**config.mk**
```make
export PLATFORM = sky130hd
export DESIGN_NAME = trcr_ctrl
export DESIGN_NICKNAME = d
export VERILOG_FILES = /design/src/hdl/trcr_pkg.sv /design/src/hdl/trcr_ctrl.sv
export SDC_FILE = /design/constraint.sdc
export NUM_CORES = 1
export LEC_CHECK = 0
export ABC_CLOCK_PERIOD_IN_PS = 1400
export BUFFER_PORTS_ARGS = -buffer_cell sky130_fd_sc_hd__buf_4
export CORE_AREA = 8 8 45 47
export DETAILED_ROUTE_END_ITERATION = 6
export DIE_AREA = 0 0 53 55
export HOLD_SLACK_MARGIN = 0.06
export PLACE_DENSITY_LB_ADDON = 0.05
export REMOVE_ABC_BUFFERS = 1
export SYNTH_ARGS = -nofsm -noshare
export SYNTH_HDL_FRONTEND = slang
export SYNTH_SLANG_ARGS = --single-unit
export TNS_END_PERCENT = 30
```
**constraint.sdc**
```tcl
create_clock -name clk_i -period 1.4 [get_ports clk_i]
set_clock_uncertainty 0.1 [all_clocks]
set_input_delay 0.28 -clock clk_i [delete_from_list [all_inputs] [get_ports clk_i]]
set_output_delay 0.28 -clock clk_i [all_outputs]
set_load 0.01 [all_outputs]
```
**src/hdl/trcr_pkg.sv**
```systemverilog
`timescale 1ns / 1ps

package trcr_pkg;

  // Store geometry
  localparam int NUM_SLOTS      = 2;
  localparam int SLOT_BYTES     = 1024;
  localparam int WORDS_PER_SLOT = (SLOT_BYTES + 7) / 8;
  localparam int STORE_WORDS    = NUM_SLOTS * WORDS_PER_SLOT;
  localparam int ADDR_W         = (STORE_WORDS > 1) ? $clog2(STORE_WORDS) : 1;

  // Widths of the fixed fields
  localparam int SLOT_W   = 4;   // read slot comes from a low nibble
  localparam int SIZE_W   = 11;
  localparam int MASK_W   = 2;
  localparam int SPAN_W   = 14;  // block*16+16 and the size cap
  localparam int BASE_W   = 16;
  localparam int PADDR_W  = 4;
  localparam int PDATA_W  = 32;
  localparam int REG_IDX_W = 2;

  // Presence bits that exist for the configured slot count
  localparam logic [MASK_W-1:0] SENSE_MASK = (NUM_SLOTS >= 2) ? 2'b11 : 2'b01;

  // Opcodes
  localparam logic [7:0] OP_ACTIVATE = 8'h41;
  localparam logic [7:0] OP_LED      = 8'h43;
  localparam logic [7:0] OP_QUERY    = 8'h4A;
  localparam logic [7:0] OP_SPEAKER  = 8'h4D;
  localparam logic [7:0] OP_READ     = 8'h51;
  localparam logic [7:0] OP_RESET    = 8'h52;
  localparam logic [7:0] OP_SENSE    = 8'h53;
  localparam logic [7:0] OP_STATUS56 = 8'h56;
  localparam logic [7:0] OP_WRITE    = 8'h57;

  // Argument that selects slot zero on a write
  localparam logic [7:0] WR_SLOT0_ARG = 8'h20;

  // Minimum report lengths
  localparam logic [8:0] LEN_LED   = 9'd4;
  localparam logic [8:0] LEN_SPK   = 9'd2;
  localparam logic [8:0] LEN_READ  = 9'd3;
  localparam logic [8:0] LEN_WRITE = 9'd19;

  // Register indexes
  localparam logic [REG_IDX_W-1:0] REG_PRESENT = 2'd0;
  localparam logic [REG_IDX_W-1:0] REG_SLOT0   = 2'd1;
  localparam logic [REG_IDX_W-1:0] REG_SLOT1   = 2'd2;

  typedef struct packed {
    logic [7:0]  command;
    logic [8:0]  report_length;
    logic [7:0]  first_argument;
    logic [7:0]  second_argument;
    logic [63:0] payload_low;
    logic [63:0] payload_high;
  } trcr_cmd_t;

  typedef struct packed {
    logic [63:0] reply_word3;
    logic [63:0] reply_word2;
    logic [63:0] reply_word1;
    logic [63:0] reply_word0;
  } trcr_reply_t;

  typedef struct packed {
    logic [MASK_W-1:0] slot_present_mask;
    logic [SIZE_W-1:0] slot0_bytes;
    logic [SIZE_W-1:0] slot1_bytes;
  } trcr_cfg_t;

  // Controller to datapath
  typedef struct packed {
    logic load_cmd;    // latch the accepted command
    logic mem_en;      // access the slot store
    logic mem_half;    // which word of the 16-byte block
    logic save_lo;     // keep the first read word
    logic load_reply;  // register the reply and its strobe
  } trcr_ctrl_t;

  // Datapath to controller
  typedef struct packed {
    logic xfer;        // command moves a block through the store
  } trcr_stat_t;

endpackage

```
**src/hdl/trcr_ctrl.sv**
```systemverilog
`timescale 1ns / 1ps

module trcr_ctrl (
  input  logic                  clk_i,
  input  logic                  rst_ni,
  input  logic                  start_i,
  input  trcr_pkg::trcr_stat_t  stat_i,
  output trcr_pkg::trcr_ctrl_t  ctrl_o,
  output logic                  busy_o
);

  typedef enum logic [3:0] {
    ST_IDLE  = 4'b0001,
    ST_XFER0 = 4'b0010,
    ST_XFER1 = 4'b0100,
    ST_RESP  = 4'b1000
  } state_e;

  state_e state_q, state_d;

  // Advance through the store accesses, skip them when nothing moves
  always_comb begin
    state_d = state_q;
    ctrl_o  = '0;
    unique case (state_q)
      ST_IDLE: begin
        if (start_i) begin
          ctrl_o.load_cmd = 1'b1;
          state_d         = ST_XFER0;
        end
      end
      ST_XFER0: begin
        if (stat_i.xfer) begin
          ctrl_o.mem_en = 1'b1;
          state_d       = ST_XFER1;
        end else begin
          state_d = ST_RESP;
        end
      end
      ST_XFER1: begin
        ctrl_o.mem_en   = 1'b1;
        ctrl_o.mem_half = 1'b1;
        ctrl_o.save_lo  = 1'b1;
        state_d         = ST_RESP;
      end
      ST_RESP: begin
        ctrl_o.load_reply = 1'b1;
        state_d           = ST_IDLE;
      end
      default: state_d = ST_IDLE;
    endcase
  end

  always_ff @(posedge clk_i or negedge rst_ni) begin
    if (!rst_ni) begin
      state_q <= ST_IDLE;
    end else begin
      state_q <= state_d;
    end
  end

  assign busy_o = (state_q != ST_IDLE);

endmodule

```
==> impl_metrics.json, run 1 <==
{
  "status": "finished with violations",
  "failed_checks": "setup timing",
  "port_buffers": 9,
  "fp.dieH_um": 55,
  "period_minus_slack_ps": 1568,
  "cts_tree": "done",
  "p_leak_nw": 0.1951,
  "n_antenna_cell": 0,
  "ys.flop_type": "dfrtp_1",
  "avgSynthCellArea_um2": 10.41,
  "synth.most_common_cell": "dfrtp_1",
  "grt_max_degree": 8,
  "finalInstanceArea_um2": 446.7,
  "syn_area_um2": 260.3,
  "row_count": 14,
  "dpl_cell_area_um2": 344.1,
  "gp_congestion": 0.6085,
  "hold_class": "primary input to flop",
  "max_freq_mhz": 637.8,
  "finalNetCount": 48,
  "critPathCaptureType": "primary output",
  "synthesis.instances": 25,
  "powerDensity_nw_per_um2": 1680,
  "clk_path_buf_depth": 2,
  "tightest_slew_ps": 258.8,
  "die_area_um2": 2915,
  "setup.worst_path.class": "flop to primary output",
  "max_cap_violations": 0,
  "dpl.hpwl_um": 484.7,
  "multi_input_area_um2": 146.4,
  "synth_edf_count": 0,
  "num_vias": 242,
  "finalMaxSlewViolations": 0,
  "htreeDepth": 1,
  "cp.required_ps": 1020,
  "antenna_found_initial": 0,
  "rsz0062_at_grt": "true",
  "via_per_inst": 4.102,
  "grt_pass1_wl_um": 1007,
  "worst_slack_ps": -167.8,
  "slew_headroom_pct": 82.47,
  "post-route-util_pct": 32.28,
  "gr-total-overflow": 0,
  "grt_pass1_vias": 257,
  "async_reset_ff_share_pct": 100.0,
  "clock_sinks": 4,
  "yosysTopAreaCell": "dfrtp_1",
  "yosys.cell_types.count": 19,
  "synth_common_cells": "dfrtp_1 (3), and4b_2 (2), buf_4 (2), nand3b_1 (2), nor4_1 (2)",
  "synth-seq-cells": 4,
  "start_util_pct": 18.81,
  "setup_viol": 6,
  "cts_buffers": 3,
  "ys_seq_area_share_pct": 38.94,
  "drive_gt1_share_pct": 67.44,
  "die_w_um": 53,
  "period_share_pct": 112.0,
  "seq_area_um2": 103.9,
  "clock-root-buffer": "clkbuf_4",
  "grtUsageTotal_pct": 4.765,
  "nFillCells": 154,
  "post_drt_wl_per_cell_um": 10.92,
  "clkSlewWorstSetupHoldPaths_ps": 40,
  "first_pass_iters": 3,
  "worstPathArrival_ps": 1190,
  "ant_nets": 0,
  "synth_top_area_share_pct": 28.85,
  "core_um2": 1384,
  "ir_worst_vdd_uv": 647.0,
  "finalPower_mw": 0.7504,
  "area_growth_pct": 71.63,
  "hold_viol": 0,
  "drt_iter0_drc": 3,
  "wirelength_um": 644,
  "yosys-top-cells-area": "dfrtp_1 (29%), dfstp_2 (10%), and4b_2 (8.7%)",
  "clk-insertion-delay-late_ps": 230,
  "path_max_fanout": 6,
  "io_pins": 10,
  "cp-start-kind": "flop",
  "yosys_warnings": 0,
  "drc": 0,
  "hold_slack_ps": 203.2,
  "top_register": "state_q",
  "largest_reg_flops": 4,
  "reg.largest.list": "state_q: 4 flops"
}
what timing repair did:
action	4_1_cts	5_1_grt
endpoints found under the hold margin	4	0
endpoints found under the setup margin	6	6
setup buffers	4	0
pin swaps	1	0
hold buffers	1	0
gates resized for setup	4	3
where the power goes:
group	switching [mW]	total (mW)	internal [mW]
clock network	0.0449	0.152	0.107
logic	0.146	0.383	0.237
registers	0.0526	0.216	0.163
total	0.244	0.750	0.507
placed cells by master (no fill, tap or decap), drive strengths merged:
cell         instances
clkbuf               4
and3b                1
buf                 16
nand3b               2
dfstp                1
nand2                1
dlygate4sd3          1
inv                  1
o311ai               1
nor2b                1
nor3                 1
nor2                 1
or3b                 1
dfrtp                3
nand2b               1
nor4                 2
o21ai                1
and4b                2
a211oi               2
area by class of cell:
type | instances | share of cell area (%)
inverters | 1 | 0.8403
well taps | 16 | 4.482
repair buffers | 17 | 32.77
flip-flops and latches | 4 | 23.25
multi-input cells | 17 | 32.77
clock buffers | 4 | 5.882
cells by family (layout without fill, tap and decap cells):
logic type / count (synthesis) / after routing / share of synthesized area, %
AO/OA/AOI/OAI: 4 / 4 / 12.98
flip-flops: 4 / 4 / 38.94
buffers and inverters: 4 / 22 / 11.54
AND/OR/NAND/NOR: 13 / 13 / 36.53
worst max-delay path: stages, from the launching register on:
cell	delay (ps)
dfrtp_2	430
nand3b_1	180
a211oi_2	190
buf_4	150
path summary, 6_finish.rpt:
| path | from | to | slack (ps) | cells after the start |
|---|---|---|---|---|
| worst max-delay path | state_q[2]$_DFFE_PN0P_ | ctrl_o[3] | -170 | 3 |
| max in group asynchronous | rst_ni | state_q[0]$_DFFE_PN1P_ | 720 | 2 |
| worst min-delay path | stat_i | state_q[2]$_DFFE_PN0P_ | 200 | 3 |
| worst min register to register | state_q[3]$_DFFE_PN0P_ | state_q[2]$_DFFE_PN0P_ | 410 | 1 |
| worst max register to register | state_q[1]$_DFFE_PN0P_ | state_q[3]$_DFFE_PN0P_ | 120 | 3 |
| min in group asynchronous | rst_ni | state_q[3]$_DFFE_PN0P_ | 280 | 2 |
metrics by stage:
stage          std cells  setup WS, ps  setup TNS, ps
4_1_cts               59        -198.6         -860.4
5_1_grt               59        -241.7          -1025
6_report              59        -167.8         -666.1
3_5_place_dp          50         7.182              0
3_3_place_gp          50         24.98              0
2_1_floorplan         22        -74.92         -149.8
layer usage:
layer  routed length (um)  GRT usage [%]  share of wire, %  up-vias
met5                    0              0                 0        -
met4                    0          3.879                 0        0
met3                   40          1.337               6.2        0
met2                  329          7.813                51        5
met1                  274          5.046                43      107
li1                     -              -                 -      130
No activity file was read; power rests on OpenSTA's default activity.
==> inputs of run 2 (changes only) <==
Settings changed: CELL_PAD_IN_SITES_DETAIL_PLACEMENT from default to 0, CELL_PAD_IN_SITES_GLOBAL_PLACEMENT from default to 1, CORE_AREA 8 8 45 47 to 2 2 39 41, DIE_AREA 0 0 53 55 to 0 0 41 43.
==> impl_metrics.json, run 2 (synthesis gave the netlist of run 1 again) <==
{
  "core_um2": 1384,
  "path_max_fanout": 5,
  "via_per_inst": 4.233,
  "failed_checks": "setup timing",
  "slew_headroom_pct": 82.30,
  "grt_pass1_vias": 269,
  "status": "finished with violations",
  "antenna_found_initial": 0,
  "clock_sinks": 4,
  "period_share_pct": 112.3,
  "ant_nets": 0,
  "p_seq_share_pct": 28.8,
  "gr-total-overflow": 0,
  "setup.worst_path.class": "flop to primary output",
  "switching_share_pct": 31.92,
  "finalInstanceArea_um2": 457.9,
  "path_depth": 4,
  "start_util_pct": 18.81,
  "port_buffers": 9,
  "finalNetCount": 49,
  "gp_congestion": 0.6563,
  "cts_buffers": 3,
  "max_stage_delay_ps": 420,
  "die_w_um": 41,
  "cp.required_ps": 1020,
  "post_drt_wl_per_cell_um": 10.07,
  "largest_reg_flops": 4,
  "io_pins": 10,
  "layout_commonest_cell": "buf_4",
  "drive_gt1_share_pct": 68.18,
  "period_minus_slack_ps": 1573,
  "die_area_um2": 1763,
  "rsz0062_at_grt": "true",
  "setup_viol": 6,
  "slowest_stage": "dfrtp_1",
  "crit_buf_inv": 2,
  "pwr-share-clk_pct": 19.6,
  "combinationalPowerShare_pct": 51.7,
  "max_freq_mhz": 635.8,
  "clkSlewWorstSetupHoldPaths_ps": 40,
  "mostFrequentLayoutCells": "buf_4 (14), clkbuf_4 (3)",
  "hold_class": "primary input to flop",
  "clk_path_buf_depth": 2,
  "max_cap_violations": 0,
  "top_register": "state_q",
  "path_delay_family": "flip-flops",
  "setup_tns_ps": -766.7,
  "reg.largest.list": "state_q: 4 flops",
  "cp-start-kind": "flop",
  "wirelength_um": 604,
  "area_growth_pct": 75.96,
  "worst_slack_ps": -172.8,
  "switchingPower_mw": 0.2485,
  "p_leak_nw": 0.2010,
  "worstPathArrival_ps": 1190,
  "htreeDepth": 1,
  "critPathCaptureType": "primary output",
  "dpl_cell_area_um2": 351.6,
  "powerDensity_nw_per_um2": 1700,
  "worstHoldPathCells": 3,
  "hold_viol": 0,
  "drt_iter0_drc": 3,
  "grtUsageTotal_pct": 8.451,
  "cts_tree": "done",
  "crit_chain": "buf_6 > nand2b_4 > a211oi_2 > buf_4",
  "clock-root-buffer": "clkbuf_4",
  "nFillCells": 151,
  "internal_power_mw": 0.5300,
  "clk-insertion-delay-late_ps": 230,
  "tightest_slew_ps": 261.4,
  "dpl.hpwl_um": 445,
  "finalMaxSlewViolations": 0,
  "row_count": 14,
  "first_pass_iters": 2,
  "grt_max_degree": 9,
  "n_antenna_cell": 0,
  "grt_pass1_wl_um": 979,
  "fp.dieH_um": 43,
  "ir_worst_vdd_uv": 504.5,
  "ff2ff_path_depth": 4,
  "num_vias": 254,
  "drc": 0
}
## run 2: per-layer routing
layer	routed length [um]	GRT usage [%]	vias up
met5	0	0	-
met4	0	8.000	0
met3	18	1.571	0
met2	339	12.19	3
met1	245	9.709	121
li1	-	-	130
## run 2: path summary, 6_finish.rpt
| check | from | endpoint | slack [ps] |
|---|---|---|---|
| setup / recovery | state_q[2]$_DFFE_PN0P_ | ctrl_o[3] | -170 |
| hold / removal | stat_i | state_q[2]$_DFFE_PN0P_ | 200 |
| setup reg to reg | state_q[0]$_DFFE_PN1P_ | state_q[0]$_DFFE_PN1P_ | 80 |
| hold reg to reg | state_q[3]$_DFFE_PN0P_ | state_q[2]$_DFFE_PN0P_ | 420 |
| max in group asynchronous | rst_ni | state_q[0]$_DFFE_PN1P_ | 730 |
| min in group asynchronous | rst_ni | state_q[2]$_DFFE_PN0P_ | 270 |
## run 2: final cells by class
| class | instances | area [um2] | area share [%] |
|---|---|---|---|
| inverters | 1 | 3.754 | 0.8197 |
| repair buffers | 18 | 157.7 | 34.43 |
| well taps | 16 | 20.02 | 4.372 |
| clock buffers | 4 | 26.28 | 5.738 |
| flip-flops and latches | 4 | 103.9 | 22.68 |
| multi-input cells | 17 | 146.4 | 31.97 |
## run 2: timing repair
action / in CTS / in global routing
endpoints found under the hold margin: 4 / 0
hold buffers: 1 / 0
setup buffers: 4 / 0
pin swaps: 1 / 0
gates resized for setup: 8 / 0
endpoints found under the setup margin: 6 / 6
## run 2: power groups by stage
| stage | logic (mW) | clock network (mW) | registers (mW) |
|---|---|---|---|
| floorplan | 0.130 | 0 | 0.220 |
| global placement | 0.250 | 0 | 0.235 |
| detailed placement | 0.252 | 0 | 0.237 |
| CTS | 0.407 | 0.161 | 0.224 |
| global route | 0.436 | 0.173 | 0.229 |
| finish | 0.402 | 0.152 | 0.224 |
## run 2: worst register-to-register path, delay by kind of cell, from the launching register on
kind	cells	cell delay (ps)
AO/OA/AOI/OAI	1	280
buffers and inverters	2	270
flip-flops	1	390
AND/OR/NAND/NOR	1	170
## run 2: per-stage QoR
step                      instances  util, %  power [mW]  hold WS (ps)  setup slack, ps
after floorplan                  22        -      0.3497        -115.6           -74.92
after global placement           51    25.41      0.4856        -24.11          -0.7562
after detailed placement         51    25.41      0.4896        -23.42           -16.41
after CTS                        60    33.09      0.7924         194.6           -185.0
after global routing             60    33.09      0.8375         217.7           -239.2
final                            60    33.09      0.7786         203.4           -172.8
==> inputs of run 3 (changes only) <==
Settings changed: ABC_CLOCK_PERIOD_IN_PS 1400 to 1600.
Clock period 1.4 ns to 1.6 ns, I/O delays scaled along.
==> impl_metrics.json, run 3 (synthesis gave the netlist of run 1 again) <==
{
  "fp.dieH_um": 43,
  "crit_buf_inv": 1,
  "grt_pass1_wl_um": 972,
  "core_um2": 1384,
  "combinationalPowerShare_pct": 40.4,
  "p_seq_share_pct": 36.8,
  "die_area_um2": 1763,
  "area_growth_pct": 58.65,
  "gr-total-overflow": 0,
  "via_per_inst": 4.107,
  "dpl.hpwl_um": 406.7,
  "dp.cells": 47,
  "hold_viol": 0,
  "htreeDepth": 1,
  "mostFrequentLayoutCells": "buf_4 (12), clkbuf_4 (3), dfrtp_2 (3)",
  "internal_power_mw": 0.3925,
  "worst_slack_ps": -43.79,
  "grt_pass1_vias": 245,
  "finalPower_mw": 0.5942,
  "period_share_pct": 102.7,
  "antenna_found_initial": 0,
  "grtUsageTotal_pct": 8.468,
  "drt_iter0_drc": 0,
  "period_minus_slack_ps": 1644,
  "row_count": 14,
  "slowest_stage": "dfstp_2",
  "start_util_pct": 18.81,
  "powerDensity_nw_per_um2": 1439,
  "path_depth": 2,
  "tightest_slew_ps": 250.7,
  "ff2ff_path_depth": 2,
  "critPathCaptureType": "primary output",
  "clock-root-buffer": "clkbuf_4",
  "clock_sinks": 4,
  "drc": 0,
  "max_stage_delay_ps": 640,
  "switchingPower_mw": 0.2018,
  "rsz0062_at_grt": "true",
  "dp_slack_ps": 108.7,
  "wirelength_um": 603,
  "clk-insertion-delay-late_ps": 230,
  "finalMaxSlewViolations": 0,
  "ant_nets": 0,
  "grt_max_degree": 12,
  "p_leak_nw": 0.1745,
  "max_freq_mhz": 608.3,
  "n_antenna_cell": 0,
  "worstPathArrival_ps": 1220,
  "setup_viol": 2,
  "post_drt_wl_per_cell_um": 10.77,
  "failed_checks": "setup timing",
  "largest_reg_flops": 4,
  "hold_class": "primary input to flop",
  "first_pass_iters": 1,
  "drive_gt1_share_pct": 67.50,
  "cts_tree": "done",
  "path_max_fanout": 11,
  "cp.required_ps": 1180,
  "die_w_um": 41,
  "clk_path_buf_depth": 2,
  "clkSlewWorstSetupHoldPaths_ps": 40,
  "worstHoldPathCells": 3,
  "num_vias": 230,
  "status": "finished with violations",
  "ir_worst_vdd_uv": 522.1,
  "finalNetCount": 45,
  "slew_headroom_pct": 83.02,
  "cp-start-kind": "flop",
  "pwr-share-clk_pct": 22.7,
  "setup.worst_path.class": "flop to primary output",
  "path_delay_family": "flip-flops",
  "layout_commonest_cell": "buf_4",
  "io_pins": 10,
  "port_buffers": 9,
  "switching_share_pct": 33.95,
  "crit_chain": "and4b_2 > buf_4",
  "top_register": "state_q",
  "nFillCells": 157,
  "max_cap_violations": 0,
  "cts_buffers": 3,
  "gp_congestion": 0.6239,
  "reg.largest.list": "state_q: 4 flops",
  "finalNonFillerCells": 56
}
## run 3: layout make-up
class | count | area, um2 | share of cell area (%)
repair buffers | 14 | 111.4 | 26.97
well taps | 16 | 20.02 | 4.848
flip-flops and latches | 4 | 105.1 | 25.45
multi-input cells | 17 | 146.4 | 35.45
clock buffers | 4 | 26.28 | 6.364
inverters | 1 | 3.754 | 0.9091
## run 3: power groups by stage
stage | clock (mW) | sequential [mW] | combinational [mW]
global placement | 0 | 0.211 | 0.187
detailed placement | 0 | 0.213 | 0.186
finish | 0.135 | 0.219 | 0.240
CTS | 0.144 | 0.217 | 0.240
global route | 0.157 | 0.228 | 0.262
floorplan | 0 | 0.192 | 0.114
## run 3: layer usage
metal / global-route usage (%) / share of wire [%] / vias up
li1: - / - / 122
met3: 2.094 / 3.8 / 0
met1: 11.07 / 44 / 105
met2: 10.63 / 52 / 3
met5: 0 / 0 / -
met4: 8.000 / 0 / 0
## run 3: through the flow
| step | setup TNS [ps] | hold WS (ps) | utilization, % | area [um2] |
|---|---|---|---|---|
| after floorplan | 0 | -75.59 | - | 234.0 |
| after global placement | 0 | 15.83 | 23.24 | 321.6 |
| after detailed placement | 0 | 15.86 | 23.24 | 321.6 |
| after CTS | -90.87 | 228.4 | 29.57 | 409.1 |
| after global routing | -263.8 | 234.1 | 29.84 | 412.9 |
| final | -66.13 | 235.9 | 29.84 | 412.9 |
## run 3: path summary, 6_finish.rpt
kind	startpoint	slack, ps	end
max	state_q[0]$_DFFE_PN1P_	-40	ctrl_o[4]
min	stat_i	240	state_q[2]$_DFFE_PN0P_
max reg2reg	state_q[2]$_DFFE_PN0P_	350	state_q[3]$_DFFE_PN0P_
min reg2reg	state_q[2]$_DFFE_PN0P_	420	state_q[2]$_DFFE_PN0P_
max in group asynchronous	rst_ni	890	state_q[0]$_DFFE_PN1P_
min in group asynchronous	rst_ni	310	state_q[3]$_DFFE_PN0P_
## run 3: what timing repair did
| item | in CTS | in global routing |
|---|---|---|
| endpoints found under the hold margin | 4 | 0 |
| hold buffers | 1 | 0 |
| endpoints found under the setup margin | 5 | 6 |
| cloned | 0 | 0 |
| pin swaps | 2 | 1 |
| gates resized for setup | 7 | 1 |
| setup buffers | 4 | 0 |
## run 3: worst min-delay path, stage by stage
cell	delay [ps]
buf_4	120
nand2_1	60
nor4_1	40
