==> src/hdl/trcr_pkg.sv <==
`timescale 1ns / 1ps

package trcr_pkg;

  // Store geometry
  localparam int NUM_SLOTS      = 2;
  localparam int SLOT_BYTES     = 1024;
  localparam int WORDS_PER_SLOT = (SLOT_BYTES + 7) / 8;
  localparam int STORE_WORDS    = NUM_SLOTS * WORDS_PER_SLOT;
  localparam int ADDR_W         = (STORE_WORDS > 1) ? $clog2(STORE_WORDS) : 1;

  // Widths of the fixed fields
  localparam int SLOT_W   = 4;   // read slot comes from a low nibble
  localparam int SIZE_W   = 11;
  localparam int MASK_W   = 2;
  localparam int SPAN_W   = 14;  // block*16+16 and the size cap
  localparam int BASE_W   = 16;
  localparam int PADDR_W  = 4;
  localparam int PDATA_W  = 32;
  localparam int REG_IDX_W = 2;

  // Presence bits that exist for the configured slot count
  localparam logic [MASK_W-1:0] SENSE_MASK = (NUM_SLOTS >= 2) ? 2'b11 : 2'b01;

  // Opcodes
  localparam logic [7:0] OP_ACTIVATE = 8'h41;
  localparam logic [7:0] OP_LED      = 8'h43;
  localparam logic [7:0] OP_QUERY    = 8'h4A;
  localparam logic [7:0] OP_SPEAKER  = 8'h4D;
  localparam logic [7:0] OP_READ     = 8'h51;
  localparam logic [7:0] OP_RESET    = 8'h52;
  localparam logic [7:0] OP_SENSE    = 8'h53;
  localparam logic [7:0] OP_STATUS56 = 8'h56;
  localparam logic [7:0] OP_WRITE    = 8'h57;

  // Argument that selects slot zero on a write
  localparam logic [7:0] WR_SLOT0_ARG = 8'h20;

  // Minimum report lengths
  localparam logic [8:0] LEN_LED   = 9'd4;
  localparam logic [8:0] LEN_SPK   = 9'd2;
  localparam logic [8:0] LEN_READ  = 9'd3;
  localparam logic [8:0] LEN_WRITE = 9'd19;

  // Register indexes
  localparam logic [REG_IDX_W-1:0] REG_PRESENT = 2'd0;
  localparam logic [REG_IDX_W-1:0] REG_SLOT0   = 2'd1;
  localparam logic [REG_IDX_W-1:0] REG_SLOT1   = 2'd2;

  typedef struct packed {
    logic [7:0]  command;
    logic [8:0]  report_length;
    logic [7:0]  first_argument;
    logic [7:0]  second_argument;
    logic [63:0] payload_low;
    logic [63:0] payload_high;
  } trcr_cmd_t;

  typedef struct packed {
    logic [63:0] reply_word3;
    logic [63:0] reply_word2;
    logic [63:0] reply_word1;
    logic [63:0] reply_word0;
  } trcr_reply_t;

  typedef struct packed {
    logic [MASK_W-1:0] slot_present_mask;
    logic [SIZE_W-1:0] slot0_bytes;
    logic [SIZE_W-1:0] slot1_bytes;
  } trcr_cfg_t;

  // Controller to datapath
  typedef struct packed {
    logic load_cmd;    // latch the accepted command
    logic mem_en;      // access the slot store
    logic mem_half;    // which word of the 16-byte block
    logic save_lo;     // keep the first read word
    logic load_reply;  // register the reply and its strobe
  } trcr_ctrl_t;

  // Datapath to controller
  typedef struct packed {
    logic xfer;        // command moves a block through the store
  } trcr_stat_t;

endpackage

==> src/hdl/trcr_regs.sv <==
`timescale 1ns / 1ps

module trcr_regs (
  input  logic                           clk_i,
  input  logic                           rst_ni,
  input  logic                           psel,
  input  logic                           penable,
  input  logic                           pwrite,
  input  logic [trcr_pkg::PADDR_W-1:0]   paddr,
  input  logic [trcr_pkg::PDATA_W-1:0]   pwdata,
  output logic [trcr_pkg::PDATA_W-1:0]   prdata,
  output logic                           pready,
  output trcr_pkg::trcr_cfg_t            cfg_o
);

  trcr_pkg::trcr_cfg_t cfg_q;
  logic [trcr_pkg::REG_IDX_W-1:0] idx;
  logic wr_en;

  assign idx    = paddr[trcr_pkg::PADDR_W-1:2];
  assign wr_en  = psel && penable && pwrite && pready;
  assign pready = 1'b1;
  assign cfg_o  = cfg_q;

  // Take register writes on the access phase
  always_ff @(posedge clk_i or negedge rst_ni) begin
    if (!rst_ni) begin
      cfg_q <= '0;
    end else if (wr_en) begin
      unique case (idx)
        trcr_pkg::REG_PRESENT: begin
          cfg_q.slot_present_mask <= pwdata[trcr_pkg::MASK_W-1:0];
        end
        trcr_pkg::REG_SLOT0: begin
          cfg_q.slot0_bytes <= pwdata[trcr_pkg::SIZE_W-1:0];
        end
        trcr_pkg::REG_SLOT1: begin
          cfg_q.slot1_bytes <= pwdata[trcr_pkg::SIZE_W-1:0];
        end
        default: begin
        end
      endcase
    end
  end

  // Read back
  always_comb begin
    prdata = '0;
    unique case (idx)
      trcr_pkg::REG_PRESENT: prdata = trcr_pkg::PDATA_W'(cfg_q.slot_present_mask);
      trcr_pkg::REG_SLOT0:   prdata = trcr_pkg::PDATA_W'(cfg_q.slot0_bytes);
      trcr_pkg::REG_SLOT1:   prdata = trcr_pkg::PDATA_W'(cfg_q.slot1_bytes);
      default:               prdata = '0;
    endcase
  end

endmodule

==> config.mk <==
export PLATFORM = sky130hd
export DESIGN_NAME = trcr_regs
export DESIGN_NICKNAME = d
export VERILOG_FILES = /design/src/hdl/trcr_pkg.sv /design/src/hdl/trcr_regs.sv
export SDC_FILE = /design/constraint.sdc
export NUM_CORES = 1
export LEC_CHECK = 0
export BUFFER_PORTS_ARGS = -buffer_cell sky130_fd_sc_hd__buf_2
export CAP_MARGIN = 5
export CORE_UTILIZATION = 35
export CTS_BUF_LIST = sky130_fd_sc_hd__clkbuf_8
export DETAILED_ROUTE_END_ITERATION = 6
export PLACE_DENSITY = 0.72
export SYNTH_ARGS = -nofsm -noshare
export SYNTH_HDL_FRONTEND = slang
export SYNTH_SLANG_ARGS = --single-unit
==> constraint.sdc <==
create_clock -name clk_i -period 1.7 [get_ports clk_i]
set_input_delay 0.255 -clock clk_i [delete_from_list [all_inputs] [get_ports clk_i]]
set_output_delay 0.255 -clock clk_i [all_outputs]
set_load 0.02 [all_outputs]
==> impl_metrics.xml, run 1 <==
<?xml version="1.0" encoding="UTF-8"?>
<metrics>
  <group name="logic_synthesis">
    <metric name="synthesis.instances" unit="">98</metric>
    <metric name="share_of_the_yosys_chip_area_belonging_to_registers" unit="">0.472</metric>
    <metric name="synthesis_warnings" unit="">0</metric>
    <metric name="ys_ff_latch" unit="">24</metric>
    <metric name="mappedNetlistArea" unit="µm²">1270</metric>
    <metric name="yosys.cell_types.count" unit="">18</metric>
    <metric name="postSynthAreaPerCell" unit="µm²">13.0</metric>
  </group>
  <group name="floorplan">
    <metric name="start_util" unit="">0.373</metric>
    <metric name="design.core.area" unit="µm²">3420</metric>
    <metric name="die_wd" unit="µm">62.3</metric>
    <metric name="ios" unit="">98</metric>
    <metric name="die-area" unit="µm²">3880</metric>
    <metric name="chipHeight" unit="µm">62.3</metric>
    <metric name="num_rows" unit="">21</metric>
  </group>
  <group name="clock_tree">
    <metric name="postCtsSetupBuffers" unit="">0</metric>
    <metric name="cts-htree-levels" unit="">1</metric>
    <metric name="clkLatencyLatePin" unit="ns">0.26</metric>
    <metric name="worst_setup_hold_path_clk_slew" unit="ns">0.08</metric>
    <metric name="cts.root.buffer_cell" unit="">clkbuf_8</metric>
    <metric name="cts_tree" unit="">yes</metric>
    <metric name="post_cts_resized" unit="">0</metric>
    <metric name="hold_buffers" unit="">1</metric>
    <metric name="cts-root-to-sink-buffers" unit="">2</metric>
    <metric name="cts_inserted_buffers" unit="">3</metric>
    <metric name="clkSinkCount" unit="">24</metric>
  </group>
  <group name="timing">
    <metric name="finalHoldViolations" unit="">0</metric>
    <metric name="grt_setup_unrepaired" unit="">no</metric>
    <metric name="finalMaxSlewViolations" unit="">0</metric>
    <metric name="clock-skew-final" unit="ns">0</metric>
    <metric name="layout_min_cycle_time" unit="ns">1.49</metric>
    <metric name="fmax" unit="GHz">0.673</metric>
    <metric name="setup_tns" unit="ns">0</metric>
    <metric name="finalSetupViolCount" unit="">0</metric>
    <metric name="tightest_slew_margin_relative_to_the_limit" unit="">0.634</metric>
    <metric name="worstMarginPinSlew" unit="ns">0.549</metric>
    <metric name="fin_crit_sh" unit="">0.874</metric>
  </group>
  <group name="layout">
    <metric name="inserted_diodes" unit="">0</metric>
    <metric name="synthToLayoutAreaGrowth" unit="%">24.5</metric>
    <metric name="largest_register_ff_count" unit="">24</metric>
    <metric name="finalNetCount" unit="">196</metric>
    <metric name="layout.cells.most_common" unit="">buf_2</metric>
    <metric name="final_cell_area" unit="µm²">1590</metric>
    <metric name="most_frequent_cells_in_the_layout" unit="">buf_2, dfrtp_1, conb_1</metric>
    <metric name="drive_gt1_frac" unit="">0.571</metric>
  </group>
  <group name="global_routing">
    <metric name="grt_overflow_total" unit="">0</metric>
    <metric name="grt_start_max_net_pins" unit="">25</metric>
    <metric name="grt_first_pass_wirelength" unit="mm">4.17</metric>
    <metric name="via_count_of_the_first_global_routing_pass" unit="">911</metric>
    <metric name="grt_usage" unit="">0.136</metric>
    <metric name="grt_antenna_before_repair" unit="">0</metric>
  </group>
  <group name="pwr">
    <metric name="power_leakage" unit="nW">0.870</metric>
    <metric name="vdd.ir_drop.worst" unit="mV">0.668</metric>
    <metric name="power.density_cell_area" unit="nW/µm²">1190</metric>
  </group>
  <group name="setup_path">
    <metric name="cp.required" unit="ns">1.44</metric>
    <metric name="critPathCaptureType" unit="">output port</metric>
    <metric name="worst-setup-path-type" unit="">input pin to output port</metric>
    <metric name="ff2ff_path_depth" unit="">1</metric>
    <metric name="timing.critical_path.from_type" unit="">input pin</metric>
    <metric name="critical_path.max_fanout" unit="">11</metric>
    <metric name="critPathArrivalTime" unit="ns">1.23</metric>
  </group>
  <group name="routing">
    <metric name="first_pass_iters" unit="">4</metric>
    <metric name="detail_route.iter0.violations" unit="">10</metric>
    <metric name="routed_wire_length" unit="mm">2.47</metric>
    <metric name="via_density_per_instance" unit="">4.47</metric>
    <metric name="drtAntennaViolNets" unit="">0</metric>
    <metric name="route.detailed.drc" unit="">0</metric>
    <metric name="avgRoutedWirePerCell" unit="µm">12.3</metric>
    <metric name="route.vias.total" unit="">894</metric>
  </group>
  <group name="status">
    <metric name="status" unit="">finished clean</metric>
  </group>
  <group name="min_path">
    <metric name="hold_path.class" unit="">input pin to flip-flop</metric>
    <metric name="worstHoldPathCells" unit="">2</metric>
  </group>
  <group name="placement">
    <metric name="dpl_cell_area" unit="µm²">1520</metric>
    <metric name="place.detailed.hpwl" unit="mm">1.83</metric>
    <metric name="buffer_ports.inserted" unit="">52</metric>
    <metric name="gp_congestion" unit="">0.671</metric>
  </group>
  <group name="flow_run">
    <metric name="maxCapViolCount" unit="">0</metric>
  </group>
</metrics>
-- critical path, cell delays in order --
cell	delay (ns)
buf_2	0.15
and2b_1	0.46
a22o_1	0.20
buf_2	0.16
-- power breakdown --
group / internal (mW) / switching [mW]
logic: 0.296 / 0.408
clock network: 0.206 / 0.174
registers: 0.704 / 0.0977
-- per-stage QoR --
stage	cells	power [mW]	setup slack (ns)	util	hold slack, ns
2_1_floorplan	118	1.31	0.285	-	-0.0406
3_3_place_gp	195	1.51	0.215	0.445	0.254
3_5_place_dp	195	1.52	0.205	0.445	0.268
4_1_cts	200	1.91	0.196	0.464	0.226
5_1_grt	200	1.99	0.118	0.464	0.227
6_report	200	1.89	0.214	0.464	0.234
-- area by class of cell --
class / count / area [µm²]
fill: 320 / 1830
sequential: 24 / 601
multi-input combinational: 67 / 557
timing repair buffer: 59 / 315
tap: 46 / 57.6
clock buffer: 4 / 55.1
-- per-layer routing --
layer / routed length (µm) / part of all wire / up-vias / GRT usage
met5: 0 / 0 / - / 0
met2: 1170 / 0.47 / 58 / 0.235
met3: 171 / 0.069 / 0 / 0.0294
met4: 0 / 0 / 0 / 0.0436
met1: 1130 / 0.46 / 431 / 0.169
li1: - / - / 405 / -
-- worst paths after layout --
kind / to / start / slack, ns
min in group asynchronous: cfg_o[0] / rst_ni / 0.51
hold / removal: cfg_o[19] / pwdata[8] / 0.23
hold reg to reg: cfg_o[4] / cfg_o[4] / 0.54
setup reg to reg: cfg_o[20] / cfg_o[20] / 0.92
max in group asynchronous: cfg_o[17] / rst_ni / 0.82
setup / recovery: prdata[6] / paddr[2] / 0.21
-- cell families after synthesis --
group,synth area share
other cells,0.00590
flops,0.472
simple gates,0.0413
mux,0.257
compound gates,0.0697
buf+inv,0.154
-- synth_stat cells --
master	number	area, µm²
dfrtp_1	24	601
buf_4	23	173
mux2_2	14	158
mux2_4	10	150
a22o_1	9	78.8
clkbuf_1	2	7.51
conb_1	2	7.51
mux2i_1	2	20.0
nand2_1	2	7.51
o21ai_0	2	10.0
and2b_1	1	7.51
buf_2	1	5.00
buf_6	1	11.3
nand3_2	1	10.0
nor2b_1	1	6.26
nor3_1	1	5.00
nor3b_1	1	7.51
or3b_1	1	8.76
Power figures use the tool's default switching activity.
==> inputs of run 2 (changes only) <==
CTS_BUF_LIST = not set   (was sky130_fd_sc_hd__clkbuf_8)
==> run 2 against run 1 <==
  * Sequential cell count is the same
  * Critical path depth is the same
  * Clock skew is the same
  * Global-route usage is the same
  * Core utilization shrank 0.55 points
  * Via count is the same
  * Setup slack gained 0.0041 ns
  * First-iteration DRC count grew 30%
  * Worst hold slack lost 0.053 ns
  * Count of clock-buffer cells in the layout is the same
  * Largest power group unchanged
  * Sequential share of layout area grew 0.45 points
  * Die area is the same
  * Critical endpoint unchanged
==> impl_metrics.xml, run 2 (synthesis results as in run 1) <==
<?xml version="1.0" encoding="UTF-8"?>
<metrics>
  <group name="status">
    <metric name="status" unit="">finished clean</metric>
  </group>
  <group name="layout">
    <metric name="inserted_diodes" unit="">0</metric>
    <metric name="seq_area" unit="µm²">601</metric>
    <metric name="drive_gt1_frac" unit="">0.571</metric>
    <metric name="most_frequent_cells_in_the_layout" unit="">buf_2, dfrtp_1, conb_1</metric>
    <metric name="post-route-util" unit="">0.459</metric>
    <metric name="post_layout_nonfiller_instances" unit="">200</metric>
    <metric name="synthToLayoutAreaGrowth" unit="%">23.0</metric>
    <metric name="layout.cells.most_common" unit="">buf_2</metric>
    <metric name="finalNetCount" unit="">196</metric>
    <metric name="multi_input_comb_area" unit="µm²">557</metric>
    <metric name="final.fill_count" unit="">324</metric>
    <metric name="largest_register_ff_count" unit="">24</metric>
  </group>
  <group name="clock_tree">
    <metric name="postCtsSetupBuffers" unit="">0</metric>
    <metric name="cts-htree-levels" unit="">1</metric>
    <metric name="worst_setup_hold_path_clk_slew" unit="ns">0.13</metric>
    <metric name="cts_inserted_buffers" unit="">3</metric>
    <metric name="cts_tree" unit="">yes</metric>
    <metric name="clkLatencyLatePin" unit="ns">0.31</metric>
    <metric name="cts-root-to-sink-buffers" unit="">2</metric>
    <metric name="clkSinkCount" unit="">24</metric>
    <metric name="cts.root.buffer_cell" unit="">clkbuf_4</metric>
  </group>
  <group name="routing">
    <metric name="drtAntennaViolNets" unit="">0</metric>
    <metric name="first_pass_iters" unit="">4</metric>
    <metric name="route.detailed.drc" unit="">0</metric>
    <metric name="via_density_per_instance" unit="">4.47</metric>
    <metric name="avgRoutedWirePerCell" unit="µm">12.2</metric>
    <metric name="route.vias.total" unit="">894</metric>
    <metric name="detail_route.iter0.violations" unit="">13</metric>
    <metric name="routed_wire_length" unit="mm">2.44</metric>
  </group>
  <group name="floorplan">
    <metric name="chipHeight" unit="µm">62.3</metric>
    <metric name="ios" unit="">98</metric>
    <metric name="design.core.area" unit="µm²">3420</metric>
    <metric name="num_rows" unit="">21</metric>
    <metric name="die_wd" unit="µm">62.3</metric>
    <metric name="die-area" unit="µm²">3880</metric>
    <metric name="start_util" unit="">0.373</metric>
  </group>
  <group name="pwr">
    <metric name="power_leakage" unit="nW">0.862</metric>
    <metric name="power.total" unit="mW">1.80</metric>
    <metric name="swShare" unit="">0.373</metric>
    <metric name="power.density_cell_area" unit="nW/µm²">1150</metric>
    <metric name="p_clk_frac" unit="">0.165</metric>
    <metric name="p_int" unit="mW">1.13</metric>
    <metric name="combPwrFrac" unit="">0.391</metric>
    <metric name="vdd.ir_drop.worst" unit="mV">0.643</metric>
    <metric name="seq_power_share" unit="">0.445</metric>
    <metric name="net-switching-power" unit="mW">0.672</metric>
  </group>
  <group name="timing">
    <metric name="fin_crit_sh" unit="">0.871</metric>
    <metric name="finalHoldViolations" unit="">0</metric>
    <metric name="fmax" unit="GHz">0.675</metric>
    <metric name="finalSetupViolCount" unit="">0</metric>
    <metric name="setup_tns" unit="ns">0</metric>
    <metric name="layout_min_cycle_time" unit="ns">1.48</metric>
    <metric name="grt_setup_unrepaired" unit="">no</metric>
    <metric name="tightest_slew_margin_relative_to_the_limit" unit="">0.635</metric>
    <metric name="clock-skew-final" unit="ns">0</metric>
    <metric name="finalMaxSlewViolations" unit="">0</metric>
    <metric name="worstMarginPinSlew" unit="ns">0.547</metric>
  </group>
  <group name="global_routing">
    <metric name="grt_start_max_net_pins" unit="">25</metric>
    <metric name="via_count_of_the_first_global_routing_pass" unit="">912</metric>
    <metric name="grt_overflow_total" unit="">0</metric>
    <metric name="grt_antenna_before_repair" unit="">0</metric>
    <metric name="grt_first_pass_wirelength" unit="mm">4.18</metric>
    <metric name="grt_usage" unit="">0.136</metric>
  </group>
  <group name="placement">
    <metric name="buffer_ports.inserted" unit="">52</metric>
    <metric name="place.detailed.hpwl" unit="mm">1.83</metric>
    <metric name="post-place-cells" unit="">195</metric>
    <metric name="gp_congestion" unit="">0.671</metric>
  </group>
  <group name="setup_path">
    <metric name="ff2ff_path_depth" unit="">1</metric>
    <metric name="worst-setup-path-type" unit="">input pin to output port</metric>
    <metric name="critical_path.cell_chain" unit="">buf_2 -&gt; and2b_1 -&gt; a22o_1 -&gt; buf_2</metric>
    <metric name="timing.reg2reg.setup_slack" unit="ns">0.92</metric>
    <metric name="critical_path.max_fanout" unit="">11</metric>
    <metric name="max_stage_delay" unit="ns">0.46</metric>
    <metric name="cp.required" unit="ns">1.44</metric>
    <metric name="r2r-end" unit="">cfg_o[20]</metric>
    <metric name="critPathArrivalTime" unit="ns">1.23</metric>
    <metric name="cp_top_family" unit="">simple AND/OR/NAND/NOR gates</metric>
    <metric name="crit_path_frequent_cell" unit="">buf_2</metric>
    <metric name="timing.critical_path.from_type" unit="">input pin</metric>
    <metric name="critPathCaptureType" unit="">output port</metric>
    <metric name="cp_slowest_cell" unit="">and2b_1</metric>
    <metric name="reg2reg_from" unit="">cfg_o[20]</metric>
    <metric name="cp.buffers_inverters" unit="">2</metric>
  </group>
  <group name="min_path">
    <metric name="worstHoldPathCells" unit="">2</metric>
    <metric name="min-delay-start" unit="">pwdata[10]</metric>
    <metric name="holdPathEnd" unit="">cfg_o[21]</metric>
    <metric name="hold_path.class" unit="">input pin to flip-flop</metric>
  </group>
  <group name="flow_run">
    <metric name="maxCapViolCount" unit="">0</metric>
  </group>
</metrics>
## run 2: cell counts in the layout (fill, tap and decap cells not counted)
No cell type changed its count.
## run 2: cell type report
cell class	count	share of cell area
Tap cell	46	0.0367
Timing Repair Buffer	59	0.201
Multi-Input combinational cell	67	0.355
Clock buffer	4	0.0232
Sequential cell	24	0.383
## run 2: per-stage QoR
| stage | instance area, µm² | hold WS [ns] | worst slack [ns] |
|---|---|---|---|
| 3_5_place_dp | 1520 | 0.268 | 0.205 |
| 5_1_grt | 1570 | 0.162 | 0.117 |
| 2_1_floorplan | 1350 | -0.0406 | 0.285 |
| 6_report | 1570 | 0.181 | 0.219 |
| 4_1_cts | 1570 | 0.165 | 0.196 |
| 3_3_place_gp | 1520 | 0.254 | 0.215 |
## run 2: power by group through the flow
| stage | clock network, mW | logic [mW] | registers (mW) |
|---|---|---|---|
| 2_1_floorplan | 0 | 0.341 | 0.971 |
| 5_1_grt | 0.334 | 0.749 | 0.823 |
| 4_1_cts | 0.316 | 0.711 | 0.802 |
| 3_3_place_gp | 0 | 0.699 | 0.807 |
| 6_report | 0.297 | 0.704 | 0.801 |
| 3_5_place_dp | 0 | 0.707 | 0.812 |
## run 2: how the worst max path moves through the flow
stage	depth (start not counted)	startpoint	slack (ns)	end
floorplan	5	paddr[2]	0.29	prdata[0]
global placement	5	paddr[2]	0.22	prdata[1]
detailed placement	4	paddr[2]	0.21	prdata[6]
CTS	4	paddr[2]	0.20	prdata[6]
global route	5	paddr[2]	0.12	prdata[0]
finish	4	paddr[2]	0.22	prdata[6]
## run 2: repair_timing
action	4_1_cts	5_1_grt
gates resized for setup	0	0
endpoints found under the setup margin	0	0
hold buffers	1	0
hold endpoints to repair	24	0
## run 2: layer usage
metal | wire length [µm] | global-route usage | vias up
li1 | - | - | 407
met4 | 0 | 0.0436 | 0
met1 | 1110 | 0.167 | 431
met2 | 1170 | 0.236 | 56
met5 | 0 | 0 | -
met3 | 163 | 0.0294 | 0
==> inputs of run 3 (changes only) <==
BUFFER_PORTS_ARGS = -buffer_cell sky130_fd_sc_hd__buf_4   (was -buffer_cell sky130_fd_sc_hd__buf_2)
==> run 3 against run 2 <==
  * First-iteration DRC count decreased by 31%
  * Critical endpoint is now prdata[1]
  * Sequential share of layout area fell by 2.4 points
  * Count of clock-buffer cells in the layout decreased by 1
  * Wire length grew 2.7%
  * Critical path depth rose by 1
  * Worst hold slack worse by 0.0027 ns
  * Setup slack lost 0.0078 ns
  * Register-to-register slack worse by 0.02 ns
  * Core utilization grew 3.0 points
  * Critical path type unchanged
  * Largest cell class unchanged
==> impl_metrics.xml, run 3 (synthesis results as in run 1) <==
<?xml version="1.0" encoding="UTF-8"?>
<metrics>
  <group name="status">
    <metric name="status" unit="">finished clean</metric>
  </group>
  <group name="routing">
    <metric name="route.detailed.drc" unit="">0</metric>
    <metric name="first_pass_iters" unit="">4</metric>
    <metric name="routed_wire_length" unit="mm">2.51</metric>
    <metric name="drtAntennaViolNets" unit="">0</metric>
    <metric name="route.vias.total" unit="">886</metric>
    <metric name="detail_route.iter0.violations" unit="">9</metric>
    <metric name="via_density_per_instance" unit="">4.50</metric>
    <metric name="avgRoutedWirePerCell" unit="µm">12.7</metric>
  </group>
  <group name="timing">
    <metric name="setup_tns" unit="ns">0</metric>
    <metric name="finalSetupViolCount" unit="">0</metric>
    <metric name="layout_min_cycle_time" unit="ns">1.49</metric>
    <metric name="finalMaxSlewViolations" unit="">0</metric>
    <metric name="fin_crit_sh" unit="">0.876</metric>
    <metric name="grt_setup_unrepaired" unit="">no</metric>
    <metric name="fmax" unit="GHz">0.671</metric>
    <metric name="finalWorstSetupSlack" unit="ns">0.211</metric>
    <metric name="clock-skew-final" unit="ns">0</metric>
    <metric name="finalHoldViolations" unit="">0</metric>
  </group>
  <group name="clock_tree">
    <metric name="cts-root-to-sink-buffers" unit="">2</metric>
    <metric name="worst_setup_hold_path_clk_slew" unit="ns">0.12</metric>
    <metric name="cts.root.buffer_cell" unit="">clkbuf_4</metric>
    <metric name="postCtsSetupBuffers" unit="">0</metric>
    <metric name="cts_tree" unit="">yes</metric>
    <metric name="cts_inserted_buffers" unit="">3</metric>
    <metric name="cts-htree-levels" unit="">1</metric>
    <metric name="clkSinkCount" unit="">24</metric>
    <metric name="clkLatencyLatePin" unit="ns">0.30</metric>
  </group>
  <group name="flow_run">
    <metric name="maxCapViolCount" unit="">0</metric>
  </group>
  <group name="layout">
    <metric name="layout.cells.most_common" unit="">buf_4</metric>
    <metric name="drive_gt1_frac" unit="">0.570</metric>
    <metric name="seq_area" unit="µm²">601</metric>
    <metric name="multi_input_comb_area" unit="µm²">559</metric>
    <metric name="largest_register_ff_count" unit="">24</metric>
    <metric name="post_layout_nonfiller_instances" unit="">197</metric>
    <metric name="inserted_diodes" unit="">0</metric>
    <metric name="finalNetCount" unit="">194</metric>
    <metric name="synthToLayoutAreaGrowth" unit="%">31.1</metric>
    <metric name="final.fill_count" unit="">321</metric>
    <metric name="post-route-util" unit="">0.489</metric>
    <metric name="most_frequent_cells_in_the_layout" unit="">buf_4, dfrtp_1, conb_1</metric>
  </group>
  <group name="floorplan">
    <metric name="die-area" unit="µm²">3880</metric>
    <metric name="design.core.area" unit="µm²">3420</metric>
    <metric name="num_rows" unit="">21</metric>
    <metric name="chipHeight" unit="µm">62.3</metric>
    <metric name="start_util" unit="">0.373</metric>
    <metric name="ios" unit="">98</metric>
    <metric name="die_wd" unit="µm">62.3</metric>
  </group>
  <group name="pwr">
    <metric name="power.density_cell_area" unit="nW/µm²">1110</metric>
    <metric name="vdd.ir_drop.worst" unit="mV">0.607</metric>
    <metric name="power_leakage" unit="nW">0.878</metric>
  </group>
  <group name="global_routing">
    <metric name="grt_overflow_total" unit="">0</metric>
    <metric name="grt_usage" unit="">0.134</metric>
    <metric name="grt_first_pass_wirelength" unit="mm">4.07</metric>
    <metric name="grt_antenna_before_repair" unit="">0</metric>
    <metric name="grt_start_max_net_pins" unit="">25</metric>
    <metric name="via_count_of_the_first_global_routing_pass" unit="">875</metric>
  </group>
  <group name="setup_path">
    <metric name="critPathCaptureType" unit="">output port</metric>
    <metric name="critPathArrivalTime" unit="ns">1.23</metric>
    <metric name="cp_top_family" unit="">simple AND/OR/NAND/NOR gates</metric>
    <metric name="cp.buffers_inverters" unit="">2</metric>
    <metric name="crit_path_frequent_cell" unit="">buf_4</metric>
    <metric name="critical_path.cell_chain" unit="">buf_4 -&gt; and2b_1 -&gt; nand2_1 -&gt; o21ai_0 -&gt; buf_4</metric>
    <metric name="critical_path.max_fanout" unit="">11</metric>
    <metric name="timing.critical_path.from_type" unit="">input pin</metric>
    <metric name="cp.required" unit="ns">1.44</metric>
    <metric name="max_stage_delay" unit="ns">0.47</metric>
    <metric name="cp_slowest_cell" unit="">and2b_1</metric>
    <metric name="worst-setup-path-type" unit="">input pin to output port</metric>
  </group>
  <group name="placement">
    <metric name="place.detailed.hpwl" unit="mm">1.93</metric>
    <metric name="post-place-cells" unit="">193</metric>
    <metric name="buffer_ports.inserted" unit="">52</metric>
    <metric name="gp_congestion" unit="">0.653</metric>
    <metric name="pre_cts_slack" unit="ns">-0.00130</metric>
  </group>
  <group name="min_path">
    <metric name="hold_path.class" unit="">input pin to flip-flop</metric>
  </group>
</metrics>
[run 3: cell count changes in the layout (fill, tap and decap cells not counted), sizes merged]
cell and delta:
buf -2, clkbuf -1
[run 3: final timing paths]
check / start / endpoint / slack (ns) / cells after the start
worst max-delay path: paddr[2] / prdata[1] / 0.21 / 5
worst min-delay path: pwdata[10] / cfg_o[21] / 0.18 / 2
worst max register to register: cfg_o[11] / cfg_o[11] / 0.90 / 1
worst min register to register: cfg_o[4] / cfg_o[4] / 0.55 / 1
max in group asynchronous: rst_ni / cfg_o[15] / 1.09 / 2
min in group asynchronous: rst_ni / cfg_o[22] / 0.37 / 2
[run 3: area by class of cell]
class,count,area share
Sequential cell,24,0.360
Multi-Input combinational cell,67,0.335
Timing Repair Buffer,57,0.258
Tap cell,46,0.0345
Clock buffer,3,0.0135
[run 3: timing repair]
| item | 4_1_cts | 5_1_grt |
|---|---|---|
| hold buffers | 1 | 0 |
| endpoints found under the setup margin | 1 | 0 |
| gates resized for setup | 1 | 0 |
| endpoints found under the hold margin | 24 | 0 |
[run 3: through the flow]
step	area, µm²	power [mW]	hold slack (ns)
after global routing	1670	1.97	0.144
after global placement	1640	1.62	0.166
after detailed placement	1640	1.64	0.171
final	1670	1.86	0.178
after CTS	1670	1.89	0.164
after floorplan	1350	1.31	-0.0406
[run 3: metal layers]
metal / GRT usage / wire (µm)
met5: 0 / 0
met4: 0.0523 / 0
met3: 0.0313 / 209
met2: 0.232 / 1240
met1: 0.159 / 1060
[run 3: power by group]
part           total [mW]  internal [mW]  leakage [nW]  switching, mW
Sequential          0.813          0.704         0.294          0.109
Clock               0.236         0.0826        0.0138          0.154
Combinational       0.813          0.400         0.570          0.413
